==> src/rtl/msgtok_pkg.sv <==
package msgtok_pkg;

    // width of the open-object counter, 33 to 64
    localparam int PENDING_WIDTH = 40;
    localparam int LEN_WIDTH     = 32;
    localparam int CHILD_WIDTH   = LEN_WIDTH + 1;

    typedef enum logic [3:0] {
        KIND_NIL   = 4'd0,
        KIND_BOOL  = 4'd1,
        KIND_INT   = 4'd2,
        KIND_UINT  = 4'd3,
        KIND_F32   = 4'd4,
        KIND_F64   = 4'd5,
        KIND_STR   = 4'd6,
        KIND_BIN   = 4'd7,
        KIND_EXT   = 4'd8,
        KIND_ARRAY = 4'd9,
        KIND_MAP   = 4'd10,
        KIND_BYTE  = 4'd11,
        KIND_ERROR = 4'd12
    } token_kind_t;

    localparam logic [7:0] MP_NIL      = 8'hc0;
    localparam logic [7:0] MP_INVALID  = 8'hc1;
    localparam logic [7:0] MP_FALSE    = 8'hc2;
    localparam logic [7:0] MP_TRUE     = 8'hc3;
    localparam logic [7:0] MP_BIN8     = 8'hc4;
    localparam logic [7:0] MP_BIN16    = 8'hc5;
    localparam logic [7:0] MP_BIN32    = 8'hc6;
    localparam logic [7:0] MP_EXT8     = 8'hc7;
    localparam logic [7:0] MP_EXT16    = 8'hc8;
    localparam logic [7:0] MP_EXT32    = 8'hc9;
    localparam logic [7:0] MP_FLOAT32  = 8'hca;
    localparam logic [7:0] MP_FLOAT64  = 8'hcb;
    localparam logic [7:0] MP_UINT8    = 8'hcc;
    localparam logic [7:0] MP_UINT16   = 8'hcd;
    localparam logic [7:0] MP_UINT32   = 8'hce;
    localparam logic [7:0] MP_UINT64   = 8'hcf;
    localparam logic [7:0] MP_INT8     = 8'hd0;
    localparam logic [7:0] MP_INT16    = 8'hd1;
    localparam logic [7:0] MP_INT32    = 8'hd2;
    localparam logic [7:0] MP_INT64    = 8'hd3;
    localparam logic [7:0] MP_FIXEXT1  = 8'hd4;
    localparam logic [7:0] MP_FIXEXT2  = 8'hd5;
    localparam logic [7:0] MP_FIXEXT4  = 8'hd6;
    localparam logic [7:0] MP_FIXEXT8  = 8'hd7;
    localparam logic [7:0] MP_FIXEXT16 = 8'hd8;
    localparam logic [7:0] MP_STR8     = 8'hd9;
    localparam logic [7:0] MP_STR16    = 8'hda;
    localparam logic [7:0] MP_STR32    = 8'hdb;
    localparam logic [7:0] MP_ARRAY16  = 8'hdc;
    localparam logic [7:0] MP_ARRAY32  = 8'hdd;
    localparam logic [7:0] MP_MAP16    = 8'hde;
    localparam logic [7:0] MP_MAP32    = 8'hdf;

    typedef struct packed {
        logic [7:0]               tag;
        logic [3:0]               hdr_left;
        logic [63:0]              accum;
        logic [7:0]               ext_hold;
        logic [LEN_WIDTH-1:0]     payload_left;
        logic [PENDING_WIDTH-1:0] pending;
    } parse_state_t;

    typedef struct packed {
        logic        emit;
        token_kind_t kind;
        logic [63:0] value;
        logic [7:0]  ext_type;
        logic        done;
    } token_t;

endpackage

==> src/rtl/msgtok_decode.sv <==
module msgtok_decode (
    input  msgtok_pkg::parse_state_t cur,
    input  logic [7:0]               stream_byte,
    input  logic                     payload_pass,
    output msgtok_pkg::parse_state_t nxt,
    output msgtok_pkg::token_t       token
);
    import msgtok_pkg::*;

    logic                     ext_tag;
    logic [63:0]              acc_new;
    logic [7:0]               ext_new;
    logic [3:0]               left_new;
    logic [7:0]               t;
    logic                     do_count;
    logic [CHILD_WIDTH-1:0]   children;
    logic [PENDING_WIDTH-1:0] base_m1;
    logic [PENDING_WIDTH:0]   sum;
    logic [PENDING_WIDTH-1:0] pend_new;

    // header length table, listed per tag
    function automatic logic [3:0] tag_len(input logic [7:0] tg);
        logic [3:0] len;
        case (tg) inside
            MP_BIN8, MP_UINT8, MP_INT8, MP_STR8, MP_FIXEXT1, MP_FIXEXT2,
            MP_FIXEXT4, MP_FIXEXT8, MP_FIXEXT16:                    len = 4'd1;
            MP_BIN16, MP_EXT8, MP_UINT16, MP_INT16, MP_STR16,
            MP_ARRAY16, MP_MAP16:                                   len = 4'd2;
            MP_EXT16:                                               len = 4'd3;
            MP_BIN32, MP_FLOAT32, MP_UINT32, MP_INT32, MP_STR32,
            MP_ARRAY32, MP_MAP32:                                   len = 4'd4;
            MP_EXT32:                                               len = 4'd5;
            MP_FLOAT64, MP_UINT64, MP_INT64:                        len = 4'd8;
            default:                                                len = 4'd0;
        endcase
        return len;
    endfunction

    always_comb
    begin
        nxt      = cur;
        token    = '0;
        do_count = 1'b0;
        children = '0;
        t        = cur.tag;
        ext_tag  = (t == MP_EXT8) || (t == MP_EXT16) || (t == MP_EXT32) ||
                   (t == MP_FIXEXT1) || (t == MP_FIXEXT2) || (t == MP_FIXEXT4) ||
                   (t == MP_FIXEXT8) || (t == MP_FIXEXT16);
        acc_new  = cur.accum;
        ext_new  = cur.ext_hold;
        left_new = cur.hdr_left - 4'd1;

        if (cur.hdr_left != 4'd0)
        begin
            // header byte
            if (ext_tag && cur.hdr_left == 4'd1)
                ext_new = stream_byte;
            else
                acc_new = {cur.accum[55:0], stream_byte};
            nxt.accum    = acc_new;
            nxt.ext_hold = ext_new;
            nxt.hdr_left = left_new;
            if (left_new == 4'd0)
            begin
                token.emit = 1'b1;
                do_count   = 1'b1;
                case (t) inside
                    MP_BIN8, MP_BIN16, MP_BIN32:
                    begin
                        nxt.payload_left = acc_new[31:0];
                        token.kind       = KIND_BIN;
                        token.value      = {32'd0, acc_new[31:0]};
                    end
                    MP_STR8, MP_STR16, MP_STR32:
                    begin
                        nxt.payload_left = acc_new[31:0];
                        token.kind       = KIND_STR;
                        token.value      = {32'd0, acc_new[31:0]};
                    end
                    MP_EXT8, MP_EXT16, MP_EXT32:
                    begin
                        nxt.payload_left = acc_new[31:0];
                        token.kind       = KIND_EXT;
                        token.value      = {32'd0, acc_new[31:0]};
                        token.ext_type   = ext_new;
                    end
                    MP_FIXEXT1, MP_FIXEXT2, MP_FIXEXT4, MP_FIXEXT8, MP_FIXEXT16:
                    begin
                        nxt.payload_left = LEN_WIDTH'(32'd1 << (t[2:0] - 3'd4));
                        token.kind       = KIND_EXT;
                        token.value      = 64'(32'd1 << (t[2:0] - 3'd4));
                        token.ext_type   = ext_new;
                    end
                    MP_FLOAT32:
                    begin
                        token.kind  = KIND_F32;
                        token.value = {32'd0, acc_new[31:0]};
                    end
                    MP_FLOAT64:
                    begin
                        token.kind  = KIND_F64;
                        token.value = acc_new;
                    end
                    MP_UINT8, MP_UINT16, MP_UINT32, MP_UINT64:
                    begin
                        token.kind  = KIND_UINT;
                        token.value = acc_new;
                    end
                    MP_INT8:
                    begin
                        token.kind  = KIND_INT;
                        token.value = {{56{acc_new[7]}}, acc_new[7:0]};
                    end
                    MP_INT16:
                    begin
                        token.kind  = KIND_INT;
                        token.value = {{48{acc_new[15]}}, acc_new[15:0]};
                    end
                    MP_INT32:
                    begin
                        token.kind  = KIND_INT;
                        token.value = {{32{acc_new[31]}}, acc_new[31:0]};
                    end
                    MP_INT64:
                    begin
                        token.kind  = KIND_INT;
                        token.value = acc_new;
                    end
                    MP_ARRAY16, MP_ARRAY32:
                    begin
                        token.kind  = KIND_ARRAY;
                        token.value = {32'd0, acc_new[31:0]};
                        children    = {1'b0, acc_new[31:0]};
                    end
                    default:
                    begin
                        // map16 and map32: two children per entry
                        token.kind  = KIND_MAP;
                        token.value = {32'd0, acc_new[31:0]};
                        children    = {acc_new[31:0], 1'b0};
                    end
                endcase
            end
        end
        else if (cur.payload_left != '0)
        begin
            nxt.payload_left = cur.payload_left - LEN_WIDTH'(1);
            token.emit       = payload_pass;
            token.kind       = KIND_BYTE;
            token.value      = {56'd0, stream_byte};
        end
        else if (!stream_byte[7])
        begin
            token.emit  = 1'b1;
            do_count    = 1'b1;
            token.kind  = KIND_INT;
            token.value = {56'd0, stream_byte};
        end
        else if (stream_byte[7:4] == 4'h8)
        begin
            token.emit  = 1'b1;
            do_count    = 1'b1;
            token.kind  = KIND_MAP;
            token.value = {60'd0, stream_byte[3:0]};
            children    = {28'd0, stream_byte[3:0], 1'b0};
        end
        else if (stream_byte[7:4] == 4'h9)
        begin
            token.emit  = 1'b1;
            do_count    = 1'b1;
            token.kind  = KIND_ARRAY;
            token.value = {60'd0, stream_byte[3:0]};
            children    = {29'd0, stream_byte[3:0]};
        end
        else if (stream_byte[7:5] == 3'b101)
        begin
            token.emit       = 1'b1;
            do_count         = 1'b1;
            token.kind       = KIND_STR;
            token.value      = {59'd0, stream_byte[4:0]};
            nxt.payload_left = {27'd0, stream_byte[4:0]};
        end
        else if (stream_byte[7:5] == 3'b111)
        begin
            token.emit  = 1'b1;
            do_count    = 1'b1;
            token.kind  = KIND_INT;
            token.value = {56'hff_ffff_ffff_ffff, stream_byte};
        end
        else if (stream_byte == MP_NIL)
        begin
            token.emit = 1'b1;
            do_count   = 1'b1;
            token.kind = KIND_NIL;
        end
        else if (stream_byte == MP_INVALID)
        begin
            // clear the whole parse
            nxt        = '0;
            token.emit = 1'b1;
            token.kind = KIND_ERROR;
        end
        else if (stream_byte == MP_FALSE || stream_byte == MP_TRUE)
        begin
            token.emit  = 1'b1;
            do_count    = 1'b1;
            token.kind  = KIND_BOOL;
            token.value = {63'd0, stream_byte[0]};
        end
        else
        begin
            nxt.tag      = stream_byte;
            nxt.hdr_left = tag_len(stream_byte);
            nxt.accum    = '0;
            nxt.ext_hold = '0;
        end

        // open-object counter, saturating
        base_m1  = (cur.pending == '0) ? '0 : cur.pending - PENDING_WIDTH'(1);
        sum      = {1'b0, base_m1} + (PENDING_WIDTH + 1)'(children);
        pend_new = sum[PENDING_WIDTH] ? '1 : sum[PENDING_WIDTH-1:0];
        if (do_count)
        begin
            nxt.pending = pend_new;
            token.done  = (pend_new == '0);
        end
    end

endmodule

==> src/rtl/msgpack_stream_tokenizer.sv <==
// channel     | handshake                                 | payload
// ------------+-------------------------------------------+-----------------------------------
// stream in   | stream_valid / stream_stall               | stream_byte
// token out   | token_valid / token_stall                 | token_kind, token_value,
//             |                                           | ext_type, object_done
// config      | payload_pass_valid / payload_pass_ready   | payload_pass
//
// one byte per cycle sustained while the token side does not stall; a byte is captured
// in the input register, decoded from there, and its token is registered in the output register
// rst_n clears the parse state and the counter asynchronously, payload_pass resets to 1
// a stalled token holds the output register; the input register then holds its byte
// and stream_stall rises in the same cycle, so no byte is lost or reordered
// config is always ready and is applied by the next byte that gets decoded
module msgpack_stream_tokenizer (
    input  logic                    clk,
    input  logic                    rst_n,
    // byte stream
    input  logic                    stream_valid,
    output logic                    stream_stall,
    input  logic [7:0]              stream_byte,
    // token stream
    output logic                    token_valid,
    input  logic                    token_stall,
    output msgtok_pkg::token_kind_t token_kind,
    output logic [63:0]             token_value,
    output logic signed [7:0]       ext_type,
    output logic                    object_done,
    // config write
    input  logic                    payload_pass_valid,
    output logic                    payload_pass_ready,
    input  logic                    payload_pass
);
    import msgtok_pkg::*;

    // input register
    logic         in_valid_reg;
    logic         in_valid_next;
    logic [7:0]   in_byte_reg;

    // parse state, updated when the byte in the input register is decoded
    parse_state_t state_reg;
    parse_state_t state_next;
    token_t       dec_token;

    logic         pass_reg;

    // output register
    logic         out_valid_reg;
    logic         out_valid_next;
    token_kind_t  kind_reg;
    logic [63:0]  value_reg;
    logic [7:0]   ext_reg;
    logic         done_reg;

    logic         advance;
    logic         accept;

    // output register is free or drains this cycle
    assign advance      = !out_valid_reg || !token_stall;
    assign stream_stall = in_valid_reg && !advance;
    assign accept       = stream_valid && !stream_stall;

    assign payload_pass_ready = 1'b1;

    msgtok_decode u_decode (
        .cur          (state_reg),
        .stream_byte  (in_byte_reg),
        .payload_pass (pass_reg),
        .nxt          (state_next),
        .token        (dec_token)
    );

    always_comb
    begin
        in_valid_next = in_valid_reg;
        if (accept)
            in_valid_next = 1'b1;
        else if (advance)
            in_valid_next = 1'b0;

        out_valid_next = out_valid_reg;
        if (advance)
            out_valid_next = in_valid_reg && dec_token.emit;
    end

    always_ff @(posedge clk or negedge rst_n)
    begin
        if (!rst_n)
        begin
            in_valid_reg  <= 1'b0;
            out_valid_reg <= 1'b0;
            state_reg     <= '0;
            pass_reg      <= 1'b1;
        end
        else
        begin
            in_valid_reg  <= in_valid_next;
            out_valid_reg <= out_valid_next;
            if (in_valid_reg && advance)
                state_reg <= state_next;
            if (payload_pass_valid && payload_pass_ready)
                pass_reg <= payload_pass;
        end
    end

    // payload registers, no reset
    always_ff @(posedge clk)
    begin
        if (accept)
            in_byte_reg <= stream_byte;
        if (advance && in_valid_reg && dec_token.emit)
        begin
            kind_reg  <= dec_token.kind;
            value_reg <= dec_token.value;
            ext_reg   <= dec_token.ext_type;
            done_reg  <= dec_token.done;
        end
    end

    assign token_valid = out_valid_reg;
    assign token_kind  = kind_reg;
    assign token_value = value_reg;
    assign ext_type    = ext_reg;
    assign object_done = done_reg;

endmodule

==> config.mk <==
export PLATFORM = sky130hd
export DESIGN_NAME = msgpack_stream_tokenizer
export DESIGN_NICKNAME = d
export VERILOG_FILES = /design/src/rtl/msgtok_pkg.sv /design/src/rtl/msgtok_decode.sv /design/src/rtl/msgpack_stream_tokenizer.sv
export SDC_FILE = /design/constraint.sdc
export NUM_CORES = 1
export LEC_CHECK = 0
export BUFFER_PORTS_ARGS = -buffer_cell sky130_fd_sc_hd__buf_2
export CAP_MARGIN = 20
export CORE_MARGIN = 10
export CORE_UTILIZATION = 35
export DETAILED_ROUTE_END_ITERATION = 8
export GPL_TIMING_DRIVEN = 1
export PLACE_DENSITY_LB_ADDON = 0.1
export RECOVER_POWER = 100
export SLEW_MARGIN = 10
export SYNTH_ARGS = -nofsm -noshare
export SYNTH_HDL_FRONTEND = slang
export SYNTH_SLANG_ARGS = --single-unit
==> constraint.sdc <==
create_clock -name clk -period 19.5 [get_ports clk]
set_input_delay 0.975 -clock clk [delete_from_list [all_inputs] [get_ports clk]]
set_output_delay 0.975 -clock clk [all_outputs]
set_load 0.02 [all_outputs]
==> metrics.md, run 1 <==
| Metric | Value |
|---|---|
| Outcome | `complete, but fails checks` |
| Failing checks | `capacitance limit, slew limit` |
| Power per cell area | `between 150 and 200 nW/um^2` |
| Register cell area after layout | `6533 sq um` |
| Syn Std Cell Area | `15,200 sq um` |
| Worst EP required | `20.00 ns` |
| Vias per cell | `between 5 and 6` |
| Initial antenna violation count | `0` |
| Syn Area/Cell | `8.733 sq um` |
| Max Fclk | `97.73 MHz` |
| Nets | `1,837` |
| Starting Density | `35.37%` |
| Detailed Routing Iterations Pass 1 | `5` |
| Largest net degree at the start of global routing | `83` |
| Inst Count DP | `2,335` |
| Filler cell count | `4,449` |
| Die width | `228.4 um` |
| RSZ-0062 raised after global routing | `false` |
| Antenna Nets Post-Route | `0` |
| Die Footprint | `~52,000 sq um` |
| Clock tree sinks | `244` |
| Count leader, synth | `nand2_1` |
| Multi-input gate area | `roughly 8000 sq um` |
| Post-synth EDFFs | `85` |
| Vias after detailed routing | `13.55k` |
| YS warnings | `0` |
| DR WL/cell | `20.75 um` |
| First DRT Iteration DRCs | `1,371` |
| Fin crit period | `10.23 ns` |
| Post-synth ARST share | `65.16%` |
| Setup ws final | `9.268 ns` |
| Mux share of post-synthesis cell area | `2.345%` |
| H-tree depth | `1` |
| Row cnt | `76` |
| Synth Area in XOR/XNOR | `4.033%` |
| CP max FO | `64` |
| Hold Vio Cnt, Final | `0` |
| First-pass GRT wire length | `78.10 mm` |
| Layout Skew | `0.01838 ns` |
| Worst Setup End Kind | `flip-flop` |
| Total CTS buffers | `30` |
| Worst VDD drop | `between 80 and 90 uV` |
| Die height | `228.4 um` |
| Clk root buf | `clkbuf_16` |
| GRT Overall Usage | `18.39%` |
| Ports | `94` |
| Non-Filler Instances | `2,392` |
| Setup CP Type | `reg2reg` |
| CP arrival | `roughly 11 ns` |
| Vias in the first global route | `13.20k` |
| Worst-Skew Late Latency | `roughly 0.6 ns` |
| Synth Area in Compound Gates | `22.67%` |
| DP HPWL | `35.47 mm` |
| Commonest cells in the synthesized netlist | `nand2_1 (248), nor2_1 (221), dfrtp_1 (158)` |
| Flops & latches, synth | `244` |
| Share of layout cells above drive strength 1 | `6.368%` |
| Slew margin rel. | `-210.3%` |
| CTS Hold Bufs | `0` |
| Slew @ Worst Pin | `4.654 ns` |
| Final period util | `between 50% and 60%` |
| CTS resizes | `0` |
| Simple-gate share of the synthesized area | `21.14%` |
| Core area | `42,980 sq um` |
| Global placement routability congestion | `0.9070` |
| Remaining global-route overflow | `0` |
| Final Setup Violations | `0` |
| Max_cap viols | `9` |
| Clk slew on worst S/H paths | `0.06 ns` |
| Worst setup SP type | `flip-flop` |
| Unique cell type count in the Yosys netlist | `83` |
| Main combinational cell family by area after synthesis | `compound AO/OA/AOI/OAI gates` |
| DRC Markers | `0` |
| Gate count after technology mapping | `1,741` |
| Seq/Total Area, Yosys | `42.97%` |
| Fin. max-slew vios | `441` |
| Detailed-route wire length | `49.63 mm` |
| Synth Flop Type | `dfrtp_1` |
| Hold Slack | `about 0.5 ns` |
| Max reg flops | `about 160` |
| Leak pwr | `6.878 nW` |
| HP Class | `reg2reg` |
| Post-Synth Adder-Cell Area | `3.341%` |
| Post-Syn Nets | `1,795` |
| Final Util | `between 30% and 40%` |
| Dpl ws | `between 10 and 15 ns` |
| Post-synth top area cell | `dfrtp_1` |
| Setup Buffers After CTS | `0` |
| Area growth, synth to finish | `12.81%` |
| I/O Buffers | `92` |
| Synth top area cells | `dfrtp_1 (26%), edfxtp_1 (17%), nand2_1 (6.1%), nor2_1 (5.5%), o21ai_0 (4.4%)` |
| Longest Clk Path Bufs | `3` |
| Setup TNS | `0 ns` |
| Yosys top cell area share | `26.01%` |
| CTS tree | `built` |
final cells by class:
cell class                      instances  area share (%)
Antenna cell                            1         0.01459
Inverter                               21          0.4596
Clock inverter                         21           1.641
Timing Repair Buffer                  126           3.429
Tap cell                              585           4.268
Multi-Input combinational cell       1360           47.46
Clock buffer                           34           4.640
Sequential cell                       244           38.09
cells in the final DEF, fill, tap and decap left out, types with 30 or more instances in the layout:
| cell type | n |
|---|---|
| nor3_1 | 49 |
| clkbuf_16 | 30 |
| nand2_1 | 247 |
| a21oi_1 | 110 |
| ha_1 | 39 |
| xnor2_1 | 50 |
| nor2_1 | 221 |
| o21ai_0 | 135 |
| dfrtp_1 | 158 |
| mux2i_1 | 30 |
| clkbuf_1 | 91 |
| o2bb2ai_1 | 41 |
| edfxtp_1 | 85 |
| a31oi_1 | 39 |
| a22o_1 | 59 |
per-stage QoR:
step	cell area (sq um)	power (mW)
floorplan	15200	1.764
global placement	16250	2.179
detailed placement	16270	2.184
CTS	17340	2.804
global route	17150	2.968
finish	17150	2.773
cell families (layout without fill, tap and decap cells):
logic type                 after synthesis  count (layout)
and+or+nand+nor                        693             693
adders and majority gates               40              40
xor gates and xnor gates                70              70
buffers and inverters                  137             202
DFF                                    244             244
muxes                                   35              35
other                                    1               2
AOI/OAI and AO/OA                      521             521
final timing paths:
| kind | start | cells after the start | to | slack (ns) |
|---|---|---|---|---|
| max | state_reg[150] | 19 | state_reg[11] | 9.27 |
| min | state_reg[142] | 2 | state_reg[142] | 0.49 |
| max reg2reg | state_reg[150] | 19 | state_reg[11] | 9.27 |
| min reg2reg | state_reg[142] | 2 | state_reg[142] | 0.49 |
| max in group asynchronous | rst_n | 3 | state_reg[74] | 11.69 |
| min in group asynchronous | rst_n | 1 | state_reg[37] | 2.05 |
per-layer routing:
layer	track usage (%)	vias up	wire length [um]	part of all wire (%)
met2	28.16	423	21920	44
met5	0	-	0	0
met3	2.581	67	2737	5.5
met1	26.57	6585	23700	48
li1	-	6472	-	-
met4	4.936	0	1269	2.6
critical path, cell delays in order (launching register included):
cell and delay, ns:
dfrtp_1 0.80, nor2b_1 0.38, a32o_1 0.33, and3_2 0.22
clkbuf_1 2.46, mux2i_1 0.71, o32ai_1 0.67, ha_1 0.32
fa_1 0.23, a21o_1 0.16, a221oi_1 0.15, o31ai_1 0.57
nand2_1 0.15, a21o_1 0.22, nand2_1 0.15, nand3b_1 0.14
nor3_1 1.06, clkbuf_1 1.01, nor2_1 0.18, o2bb2ai_1 0.19
power by group:
part,internal [mW],total (mW),leakage (nW),switching [mW]
Sequential,0.716,0.869,2.92,0.153
Clock,0.371,0.607,0.530,0.235
Combinational,0.425,1.30,3.43,0.872
(Power assumes the default switching activity.)
==> inputs of run 2 (changes only) <==
==> constraint.sdc (replaced) <==
create_clock -name clk -period 10.3 [get_ports clk]
set_input_delay 0.515 -clock clk [delete_from_list [all_inputs] [get_ports clk]]
set_output_delay 0.515 -clock clk [all_outputs]
set_load 0.02 [all_outputs]
==> metrics.md, run 2 (synthesized netlist as in run 1, its figures left out) <==
| Metric | Value |
|---|---|
| Setup TNS | `0 ns` |
| Worst EP required | `between 10 and 15 ns` |
| Worst VDD drop | `134.2 uV` |
| Worst setup SP type | `flip-flop` |
| RSZ-0062 raised after global routing | `false` |
| CTS Hold Bufs | `0` |
| Comb power frac | `47.6%` |
| Nets | `1,837` |
| Global placement routability congestion | `0.9070` |
| Critical path's slowest cell | `nor3b_1` |
| DRC Markers | `0` |
| Worst Setup End Kind | `flip-flop` |
| Clk pwr share | `20.7%` |
| HP Class | `in2reg` |
| Sw Share | `45.91%` |
| I/O Buffers | `92` |
| Setup ws final | `1.990 ns` |
| CTS resizes | `0` |
| ANT cells | `0` |
| Post-route cell area | `17,120 sq um` |
| Worst stage delay on the critical path | `0.95 ns` |
| Reg2Reg Depth | `17` |
| Inst Count DP | `2,335` |
| Max_cap viols | `7` |
| Final period util | `roughly 81%` |
| Detailed Routing Iterations Pass 1 | `6` |
| Non-Filler Instances | `2,392` |
| DR WL/cell | `20.85 um` |
| Longest Clk Path Bufs | `3` |
| Vias per cell | `5.679` |
| First DRT Iteration DRCs | `around 1.3k` |
| CP arrival | `roughly 8.6 ns` |
| Fin. max-slew vios | `306` |
| Clk root buf | `clkbuf_16` |
| Clk slew on worst S/H paths | `0.06 ns` |
| Vias in the first global route | `13.19k` |
| Most frequent cells in the layout | `nand2_1 (247), nor2_1 (220), dfrtp_1 (158)` |
| Largest net degree at the start of global routing | `83` |
| Outcome | `complete, but fails checks` |
| Filler cell count | `4,449` |
| Register cell area after layout | `6533 sq um` |
| Buf+Inv Stages, Crit Path | `0` |
| Worst r2r src | `state_reg[46]` |
| Max reg flops | `156` |
| Leak pwr | `6.855 nW` |
| H-tree depth | `1` |
| Switching Power | `2.386 mW` |
| Setup CP Type | `reg2reg` |
| Placed Area | `16,270 sq um` |
| Failing checks | `capacitance limit, slew limit` |
| Critical-path cell list | `or3_1 > or3_1 > or4_1 > nor4_1 > nand3_1 > nor3b_1 > nand3_1 > o32ai_1 > ha_1 > fa_1 > or4_1 > or4_1 > or4_1 > or4_1 > nor4b_1 > nand4_1 > a2111oi_0` |
| Remaining global-route overflow | `0` |
| Commonest non-fill, non-tap cell in the layout | `nand2_1` |
| Critical path depth | `17` |
| Worst-Skew Late Latency | `0.58 ns` |
| Layout Skew | `0.02588 ns` |
| Core area | `42,980 sq um` |
| Seq pwr share | `31.7%` |
| Setup Buffers After CTS | `0` |
| Die width | `228.4 um` |
| Crit-path leading delay family | `simple AND/OR/NAND/NOR gates` |
| Die Footprint | `approximately 52,000 sq um` |
| Detailed-route wire length | `about 50 mm` |
| First-pass GRT wire length | `78.47 mm` |
| Die height | `228.4 um` |
| Dpl ws | `~3.1 ns` |
| Reg2reg setup slack | `1.99 ns` |
| Slew @ Worst Pin | `4.754 ns` |
| Power per cell area | `303.5 nW/um^2` |
| Hold Vio Cnt, Final | `0` |
| Total CTS buffers | `30` |
| Max Fclk | `~120 MHz` |
| Initial antenna violation count | `0` |
| First element of the critical path | `state_reg[46]` |
| Share of layout cells above drive strength 1 | `6.364%` |
| Antenna Nets Post-Route | `0` |
| CP dominant cell by count | `or4_1` |
| Starting Density | `between 30% and 40%` |
| Worst Setup EP | `object_done` |
| Reg2reg end | `object_done` |
| Area growth, synth to finish | `12.62%` |
| CP max FO | `8` |
| Hold Slack | `0.1172 ns` |
| GRT Overall Usage | `18.35%` |
| Final Setup Violations | `0` |
| Vias after detailed routing | `between 10k and 15k` |
| P_int | `2.810 mW` |
| DP HPWL | `35.61 mm` |
| CTS tree | `built` |
| Ports | `94` |
| Row cnt | `76` |
| Multi-input gate area | `8148 sq um` |
| Slew margin rel. | `-216.9%` |
| Fin crit period | `between 8 and 9 ns` |
| Clock tree sinks | `244` |
## run 2: cell types whose count changed in the layout (fill, tap and decap cells not counted), moves of 2 or more
cell        change
buf_4           +2
bufinv_16       -4
clkbuf_1        +6
clkbuf_16       +3
clkinv_1        -4
clkinv_2        -5
clkinvlp_4      +2
inv_6           +2
## run 2: worst min path at each step
stage / end / slack [ns] / cells past startpoint / startpoint
after floorplan: in_valid_reg / 0.22 / 0 / rst_n
after global placement: state_reg[143] / 0.46 / 2 / state_reg[143]
after detailed placement: state_reg[143] / 0.47 / 2 / state_reg[143]
after CTS: state_reg[15] / 0.03 / 1 / rst_n
after global routing: in_byte_reg[1] / 0.1 / 1 / stream_byte[1]
final: in_byte_reg[6] / 0.12 / 1 / stream_byte[6]
## run 2: layout make-up
type                       instances  share of cell area, %
clock buffer                      46                  5.225
clock inverter                    10                 0.6723
inverter                          21                 0.4604
multi-input combinational       1360                  47.59
sequential                       244                  38.15
tap                              585                  4.275
timing repair buffer             126                  3.625
## run 2: stage by stage
| stage | utilization [%] | total power, mW |
|---|---|---|
| 2_1_floorplan | - | 3.340 |
| 3_3_place_gp | 37.81 | 4.126 |
| 4_1_cts | 40.20 | 5.243 |
| 5_1_grt | 39.83 | 5.562 |
| 3_5_place_dp | 37.85 | 4.138 |
| 6_report | 39.83 | 5.196 |
## run 2: power groups by stage
| stage | registers [mW] | clock network, mW | logic (mW) |
|---|---|---|---|
| global route | 1.69 | 1.15 | 2.73 |
| CTS | 1.63 | 1.10 | 2.50 |
| detailed placement | 1.65 | 0 | 2.49 |
| finish | 1.65 | 1.08 | 2.47 |
| floorplan | 1.66 | 0 | 1.69 |
| global placement | 1.65 | 0 | 2.48 |
## run 2: worst register-to-register path, delay by kind of cell (launching register included)
family	cells	cell delay, ns
flip-flops	1	0.42
AND/OR/NAND/NOR	13	6.06
AO/OA/AOI/OAI	2	0.80
adder cells (fa/ha/maj)	2	0.77
## run 2: per-layer routing
metal  track usage, %  part of all wire [%]  up-vias  wire, um
met5                0                     0        -         0
li1                 -                     -     6457         -
met4            3.770                   1.6        0       781
met1            26.77                    48     6693     24190
met2            28.40                    45      387     22330
met3            2.420                   5.2       48      2585
